--- config.mk ---
export PLATFORM = sky130hd
export DESIGN_NAME = bit_to_constellation_mapper_unit
export DESIGN_NICKNAME = d
export VERILOG_FILES = /design/src/bcm_pkg.sv /design/src/bcm_gather.sv /design/src/bcm_point_map.sv /design/src/bit_to_constellation_mapper_unit.sv
export SDC_FILE = /design/constraint.sdc
export NUM_CORES = 1
export LEC_CHECK = 0
export ABC_AREA = 1
export BUFFER_PORTS_ARGS = -buffer_cell sky130_fd_sc_hd__buf_2
export CELL_PAD_IN_SITES_DETAIL_PLACEMENT = 2
export CELL_PAD_IN_SITES_GLOBAL_PLACEMENT = 2
export CORE_MARGIN = 4
export CORE_UTILIZATION = 37
export DETAILED_ROUTE_END_ITERATION = 6
export PLACE_DENSITY_LB_ADDON = 0.1
export SLEW_MARGIN = 0
export SYNTH_ARGS = -nofsm -noshare
export SYNTH_HDL_FRONTEND = slang
export SYNTH_SLANG_ARGS = --single-unit
--- constraint.sdc ---
create_clock -name clk -period 8.35 [get_ports clk]
set_input_delay 0.835 -clock clk [delete_from_list [all_inputs] [get_ports clk]]
set_output_delay 0.835 -clock clk [all_outputs]
set_load 0.05 [all_outputs]
--- src/bcm_pkg.sv ---
// Shared types, constellation tables and mode helpers for the bit to constellation mapper.
`timescale 1ns / 1ps

package bcm_pkg;

	localparam int MAX_BITS_PER_SYMBOL = 4;
	localparam int BPS_CAP = (MAX_BITS_PER_SYMBOL < 1) ? 1 :
		((MAX_BITS_PER_SYMBOL > 4) ? 4 : MAX_BITS_PER_SYMBOL);

	localparam logic [63:0] SYMBOL_ORDER_RESET = 64'hFEDC_BA98_7654_3210;

	typedef enum logic [2:0] {
		MODE_BPSK   = 3'd0,
		MODE_OBPSK  = 3'd1,
		MODE_QPSK   = 3'd2,
		MODE_PSK8   = 3'd3,
		MODE_PAM4   = 3'd4,
		MODE_QAM16  = 3'd5
	} mode_t;

	typedef enum logic {
		CFG_MODE  = 1'b0,
		CFG_ORDER = 1'b1
	} cfg_index_t;

	typedef struct packed {
		logic signed [15:0] i;
		logic signed [15:0] q;
	} point_t;

	typedef struct packed {
		logic       emit;
		logic       bad;
		logic       last;
		logic [3:0] sym;
	} gather_t;

	localparam logic signed [15:0] PC  = 16'sd15137;
	localparam logic signed [15:0] PS  = 16'sd6270;
	localparam logic signed [15:0] A3  = 16'sd21981;
	localparam logic signed [15:0] A1  = 16'sd7327;
	localparam logic signed [15:0] L3  = 16'sd15543;
	localparam logic signed [15:0] L1  = 16'sd5181;
	localparam logic signed [15:0] ONE = 16'sd16384;
	localparam logic signed [15:0] ZRO = 16'sd0;

	localparam point_t POINTS [36] = '{
		'{ONE, ZRO}, '{-ONE, ZRO},
		'{ZRO, ONE}, '{ZRO, -ONE},
		'{ZRO, -ONE}, '{ONE, ZRO}, '{-ONE, ZRO}, '{ZRO, ONE},
		'{PC, PS}, '{-PC, PS}, '{-PC, -PS}, '{PC, -PS},
		'{-PS, -PC}, '{PS, -PC}, '{PS, PC}, '{-PS, PC},
		'{-A3, ZRO}, '{-A1, ZRO}, '{A3, ZRO}, '{A1, ZRO},
		'{L3, -L3}, '{-L1, -L3}, '{L3, L1}, '{-L1, L1},
		'{-L3, -L3}, '{L1, -L3}, '{-L3, L1}, '{L1, L1},
		'{-L1, -L1}, '{L3, -L1}, '{-L1, L3}, '{L3, L3},
		'{L1, -L1}, '{-L3, -L1}, '{L1, L3}, '{-L3, L3}
	};

	function automatic logic [2:0] mode_bits(input logic [2:0] m);
		logic [2:0] b;
		unique case (m)
			MODE_QPSK:  b = 3'd2;
			MODE_PSK8:  b = 3'd3;
			MODE_PAM4:  b = 3'd2;
			MODE_QAM16: b = 3'd4;
			default:    b = 3'd1;
		endcase
		if (b > 3'(BPS_CAP)) begin
			b = 3'(BPS_CAP);
		end
		return b;
	endfunction

	function automatic logic [4:0] table_base(input logic [2:0] m);
		logic [4:0] b;
		unique case (m)
			MODE_OBPSK: b = 5'd2;
			MODE_QPSK:  b = 5'd4;
			MODE_PSK8:  b = 5'd8;
			MODE_PAM4:  b = 5'd16;
			MODE_QAM16: b = 5'd20;
			default:    b = 5'd0;
		endcase
		return b;
	endfunction

	function automatic logic [3:0] table_mask(input logic [2:0] m);
		logic [3:0] k;
		unique case (m)
			MODE_QPSK:  k = 4'd3;
			MODE_PSK8:  k = 4'd7;
			MODE_PAM4:  k = 4'd3;
			MODE_QAM16: k = 4'd15;
			default:    k = 4'd1;
		endcase
		return k;
	endfunction

endpackage

--- src/bcm_gather.sv ---
// Bit gathering state: collects bits into symbol values and tracks aborted packets.
`timescale 1ns / 1ps

module bcm_gather (
	input  logic              clk,
	input  logic              arst_n,
	input  logic              advance,
	input  logic [7:0]        bit_in,
	input  logic              last_in,
	input  logic [2:0]        mode,
	output bcm_pkg::gather_t  gather
);
	import bcm_pkg::*;

	logic [3:0] acc_q;
	logic [1:0] cnt_q;
	logic       drop_q;

	logic [3:0] acc_n;
	logic [2:0] n;
	logic [2:0] bps;
	logic [2:0] sh;
	logic       bad;
	logic       done;

	always_comb begin
		bps   = mode_bits(mode);
		bad   = |bit_in[7:1];
		acc_n = {acc_q[2:0], bit_in[0]};
		n     = 3'(cnt_q) + 3'd1;
		done  = (n >= bps) || last_in;
		sh    = (n < bps) ? (bps - n) : 3'd0;

		gather.emit = 1'b0;
		gather.bad  = 1'b0;
		gather.last = last_in;
		gather.sym  = 4'(acc_n << sh);
		if (!drop_q) begin
			if (bad) begin
				gather.emit = 1'b1;
				gather.bad  = 1'b1;
			end else if (done) begin
				gather.emit = 1'b1;
			end
		end
	end

	always_ff @(posedge clk or negedge arst_n) begin
		if (!arst_n) begin
			acc_q  <= 4'd0;
			cnt_q  <= 2'd0;
			drop_q <= 1'b0;
		end else if (advance) begin
			if (drop_q) begin
				if (last_in) begin
					drop_q <= 1'b0;
				end
			end else if (bad) begin
				acc_q  <= 4'd0;
				cnt_q  <= 2'd0;
				drop_q <= !last_in;
			end else if (done) begin
				acc_q <= 4'd0;
				cnt_q <= 2'd0;
			end else begin
				acc_q <= acc_n;
				cnt_q <= n[1:0];
			end
		end
	end

endmodule

--- src/bcm_point_map.sv ---
// Symbol reordering and constellation point lookup.
`timescale 1ns / 1ps

module bcm_point_map (
	input  logic              [2:0]  mode,
	input  logic              [63:0] symbol_order,
	input  bcm_pkg::gather_t         gather,
	output logic signed       [15:0] i_val,
	output logic signed       [15:0] q_val
);
	import bcm_pkg::*;

	logic [3:0] entry;
	logic [5:0] idx;
	point_t     pt;

	always_comb begin
		entry = symbol_order[4 * gather.sym +: 4] & table_mask(mode);
		idx   = 6'(table_base(mode)) + 6'(entry);
		pt    = POINTS[idx];
		if (gather.bad) begin
			i_val = 16'sd0;
			q_val = 16'sd0;
		end else begin
			i_val = pt.i;
			q_val = pt.q;
		end
	end

endmodule

--- src/bit_to_constellation_mapper_unit.sv ---
// Top level of the bit to constellation mapper: input register, configuration and result register.
//
//  channel | signals                               | direction
//  --------+---------------------------------------+----------
//  input   | in_valid, in_ready, bit_value, last   | in
//  config  | cfg_valid, cfg_ready, cfg_index, cfg_data | in
//  output  | out_valid, out_ready, i_out, q_out, last_symbol, bad_bit | out
//
// One bit beat is accepted every cycle while the output is not stalled; a symbol's final bit beat
// passes the input register and then the result register, with the point lookup between, before the symbol leaves.
// Reset clears the gathered bits, the drop flag and both valid flags, and restores the
// configuration registers to their reset values.
// A stalled output holds the result register; the input register then fills and in_ready drops.
`timescale 1ns / 1ps

module bit_to_constellation_mapper_unit (
	input  logic               clk,
	input  logic               arst_n,
	input  logic               in_valid,
	output logic               in_ready,
	input  logic        [7:0]  bit_value,
	input  logic               last,
	input  logic               cfg_valid,
	output logic               cfg_ready,
	input  logic               cfg_index,
	input  logic        [63:0] cfg_data,
	output logic               out_valid,
	input  logic               out_ready,
	output logic signed [15:0] i_out,
	output logic signed [15:0] q_out,
	output logic               last_symbol,
	output logic               bad_bit
);
	import bcm_pkg::*;

	logic        valid_s1;
	logic [7:0]  bit_s1;
	logic        last_s1;
	logic        advance;

	logic [2:0]  mode_q;
	logic [63:0] order_q;

	logic        out_valid_q;
	logic signed [15:0] i_q;
	logic signed [15:0] q_q;
	logic        last_q;
	logic        bad_q;

	gather_t     gather;
	logic signed [15:0] i_val;
	logic signed [15:0] q_val;

	assign advance   = valid_s1 && (!out_valid_q || out_ready);
	assign in_ready  = !valid_s1 || advance;
	assign cfg_ready = 1'b1;

	always_ff @(posedge clk or negedge arst_n) begin
		if (!arst_n) begin
			mode_q  <= MODE_BPSK;
			order_q <= SYMBOL_ORDER_RESET;
		end else if (cfg_valid) begin
			unique case (cfg_index)
				CFG_MODE:  mode_q  <= cfg_data[2:0];
				CFG_ORDER: order_q <= cfg_data;
				default:   ;
			endcase
		end
	end

	always_ff @(posedge clk or negedge arst_n) begin
		if (!arst_n) begin
			valid_s1 <= 1'b0;
		end else if (in_ready) begin
			valid_s1 <= in_valid;
		end
	end

	always_ff @(posedge clk) begin
		if (in_ready && in_valid) begin
			bit_s1  <= bit_value;
			last_s1 <= last;
		end
	end

	bcm_gather u_gather (
		.clk     (clk),
		.arst_n  (arst_n),
		.advance (advance),
		.bit_in  (bit_s1),
		.last_in (last_s1),
		.mode    (mode_q),
		.gather  (gather)
	);

	bcm_point_map u_point_map (
		.mode         (mode_q),
		.symbol_order (order_q),
		.gather       (gather),
		.i_val        (i_val),
		.q_val        (q_val)
	);

	always_ff @(posedge clk or negedge arst_n) begin
		if (!arst_n) begin
			out_valid_q <= 1'b0;
		end else if (advance && gather.emit) begin
			out_valid_q <= 1'b1;
		end else if (out_ready) begin
			out_valid_q <= 1'b0;
		end
	end

	always_ff @(posedge clk) begin
		if (advance && gather.emit) begin
			i_q    <= i_val;
			q_q    <= q_val;
			last_q <= gather.last;
			bad_q  <= gather.bad;
		end
	end

	assign out_valid   = out_valid_q;
	assign i_out       = i_q;
	assign q_out       = q_q;
	assign last_symbol = last_q;
	assign bad_bit     = bad_q;

endmodule

==> metrics <==
status complete, no violations; Critical Path RT 8600 ps; Reg2Reg Launch Point mode_q[2]$_DFFE_PN0P_; die width 134 um; Hold Path End order_q[60]$_DFFE_PN1P_; met2 usage 0.348; Yosys cell types 43; antenna diode count 0; Crit path arrival time 5970 ps; Yosys reg bits 114; Leak Pwr 3.21 nW; die height 134 um; CP Max Fanout 33; max_slew headroom 0.282; GP Congestion 0.867; row count 45; Avg Vias per Cell 5.08; Setup Buffers After CTS 0; met3 GRT Util 0.0506; Initial DRT Pass Iterations 4; EDFF count, synth 39; min Tclk post-route 5720 ps; syn_area_per_cell 10.2 um2; Die ar. 18000 um2; dpl ws 2620 ps; layout overhead on the synthesized area 21.7%; crit path launch type flop; Post-synth top flop dfrtp_1; total grt overflow 0; Final nets 783; max-cap violations 0; Psw 0.000911 W; clk_skew 11.5 ps; Power Density 320 nW/um2; Post-CTS Hold Fix Bufs 0; storage element area 3090 um2; Crit. End Element flop; maximum clock rate 0.175 GHz; Netlist Area Pre-Place 5880 um2; All-Layer GR Usage 0.197; switch share 0.398; worst setup path category reg -> reg; internal power 0.00138 W; count of pins over their slew limit 0; RR Endpoint q_out[1]$_SDFFCE_PP0P_; clock buffer count from CTS 17; DR iter-0 viols 166; clk_lat worst skew 420 ps; Worst Hold Class reg -> reg; Port Buffers 114; largest net degree at the start of global routing 76; Syn Inst Count 575; CTS sink cnt 114; final WL 17300 um; initial antenna violation count 0; period utilization 0.685; share of cells above drive strength 1 0.398; CTS tree done; Synth warnings 0; share of synthesized registers carrying an async set or reset 0.658; R2R setup slack 2630 ps; post-route DRC violation count 0; clock slew at the register clock pins of the worst setup and hold paths 50 ps; met1 Resource Use GR 0.237; footprint of the multi-input gates 2470 um2; overall via count from detail_route 4630; Seq pwr share 0.329; clock share of power 0.299; post-synthesis sequential area ratio 0.525; Core Area 15400 um2; Net Count, Synth 670; final-report setup violation count 0; HP Start order_q[60]$_DFFE_PN1P_; worst hold stages 2; ANT nets after route 0; R2R cell count 25; vias in the first global route 5108; Clock Tree Buf Depth 2; first-pass GRT wire length 27800 um; worst setup margin 2630 ps; grt peak-use layer met2; Fin Setup TNS 0 ps; Comb pwr share 0.372; post-DR wirelength/cell 18.9 um; PostCTS Resize Cnt 0; hpwl dp 12400 um; Root Driver clkbuf_16; RSZ-0062 raised after global routing no; # IOs 116; number of H-tree levels 4; Initial Util 0.382; Hold Fails Final Rpt 0; # fillers 1636; Max VDD drop 0.141 mV; Worst Tran Pin Value 1080 ps
-- per-layer routing --
| metal | vias to the layer above | part of all wire |
|---|---|---|
| li1 | 2185 | - |
| met1 | 2314 | 0.43 |
| met2 | 109 | 0.52 |
| met3 | 22 | 0.040 |
| met4 | 0 | 0.014 |
| met5 | - | 0 |
-- cell usage in the layout, fill, tap and decap left out, types with 6 or more instances in the layout --
master     synthesis  layout
nor2_1            36      36
dfstp_2           32      32
nand2_1          113     112
clkbuf_16          0      19
nand3_2            8       8
o21ai_1            6       6
inv_1             42      42
edfxtp_1          39      39
inv_2             10      10
a31oi_1           10      10
mux2_2            58      58
o21ai_0           26      26
dfrtp_1           43      43
buf_2              2     114
ha_1              14      14
nand3_1           35      35
nand2_2            7       8
a21oi_1           33      33
-- sequential cells by signal, indices dropped and copies added, names as in the netlist, 2 cells and up --
register,cells
order_q,64
mode_q,3
u_gather.acc_q,3
u_gather.cnt_q,2
bit_s1,8
i_out,15
q_out,13
-- worst max path at each step --
stage / startpoint / endpoint / slack [ps] / cells after the start
5_1_grt: mode_q[2]$_DFFE_PN0P_ / q_out[11]$_SDFFCE_PP0P_ / 2020 / 25
4_1_cts: mode_q[2]$_DFFE_PN0P_ / q_out[1]$_SDFFCE_PP0P_ / 2550 / 25
2_1_floorplan: mode_q[2]$_DFFE_PN0P_ / q_out[10]$_SDFFCE_PP0P_ / 3620 / 28
6_report: mode_q[2]$_DFFE_PN0P_ / q_out[1]$_SDFFCE_PP0P_ / 2630 / 25
3_5_place_dp: mode_q[2]$_DFFE_PN0P_ / q_out[12]$_SDFFCE_PP0P_ / 2620 / 25
3_3_place_gp: mode_q[1]$_DFFE_PN0P_ / q_out[12]$_SDFFCE_PP0P_ / 2990 / 24
-- worst max-delay path: stages, from the launching register on --
cell      delay (ps)
dfrtp_1          370
inv_1             60
nor2_1            80
inv_1             90
o21ai_0          390
ha_1             350
nand3_1          120
nand2_2          110
a21boi_4         530
nand2_4          360
inv_2            300
nand2_1           90
nand3_1           80
nand3_1           70
nand3_1          100
o21ai_0           90
nor2_1           120
ha_1             170
inv_1             50
fa_1             370
or2_2            310
a21oi_1          330
inv_1            320
nand2_1          210
o21ai_0          210
a21oi_1          230
-- cell usage after synthesis (2+ instances only) --
cell type | count | share of area
a21oi_1 | 33 | 0.028
a221oi_1 | 2 | 0.0030
a31oi_1 | 10 | 0.011
buf_1 | 6 | 0.0038
buf_2 | 2 | 0.0017
buf_4 | 8 | 0.010
buf_6 | 2 | 0.0038
clkbuf_1 | 4 | 0.0026
dfrtp_1 | 43 | 0.18
dfstp_2 | 32 | 0.14
edfxtp_1 | 39 | 0.20
fa_1 | 2 | 0.0068
ha_1 | 14 | 0.030
inv_1 | 42 | 0.027
inv_2 | 10 | 0.0064
mux2_2 | 58 | 0.11
nand2_1 | 113 | 0.072
nand2_2 | 7 | 0.0075
nand2_4 | 2 | 0.0038
nand3_1 | 35 | 0.030
nand3_2 | 8 | 0.014
nand3_4 | 2 | 0.0060
nand4_1 | 2 | 0.0021
nor2_1 | 36 | 0.023
nor2_2 | 4 | 0.0043
nor3_1 | 2 | 0.0017
o21ai_0 | 26 | 0.022
o21ai_1 | 6 | 0.0051
o21ai_2 | 4 | 0.0060
o221ai_1 | 4 | 0.0060
o31ai_1 | 2 | 0.0026
or2_1 | 3 | 0.0032
xor2_1 | 2 | 0.0030
-- power by group through the flow --
stage	combinational, W	sequential, W	clock (W)
final	0.000852	0.000752	0.000684
after global routing	0.000939	0.000761	0.000729
after CTS	0.000861	0.000753	0.000698
after detailed placement	0.000847	0.000760	0
after global placement	0.000816	0.000757	0
after floorplan	0.000527	0.000853	0
-- per-stage QoR --
stage / hold WS, ps / instances / total power (W) / util / cell area [um2]
3_5_place_dp: 473 / 880 / 0.00161 / 0.429 / 6600
4_1_cts: 482 / 912 / 0.00231 / 0.465 / 7150
2_1_floorplan: 449 / 575 / 0.00138 / - / 5880
3_3_place_gp: 467 / 880 / 0.00157 / 0.429 / 6600
6_report: 480 / 912 / 0.00229 / 0.465 / 7150
5_1_grt: 510 / 912 / 0.00243 / 0.465 / 7150
-- cell families (layout without fill, tap and decap cells) --
family / count (synthesis) / count (layout) / synth area share
compound gates: 92 / 92 / 0.0943
xor+xnor: 2 / 2 / 0.00298
fa+ha+maj: 16 / 16 / 0.0366
buf+inv: 74 / 200 / 0.0554
flops: 114 / 114 / 0.525
mux: 58 / 58 / 0.111
other cells: 1 / 1 / 0.000638
simple gates: 218 / 218 / 0.174
-- cell type report --
type,instances,share of cell area
Sequential cell,114,0.432
Multi-Input combinational cell,387,0.345
Timing Repair Buffer,116,0.0819
Clock buffer,24,0.0705
Tap cell,211,0.0369
Inverter,52,0.0273
Clock inverter,8,0.00700
Note: power is estimated with default switching activity, not from simulation.
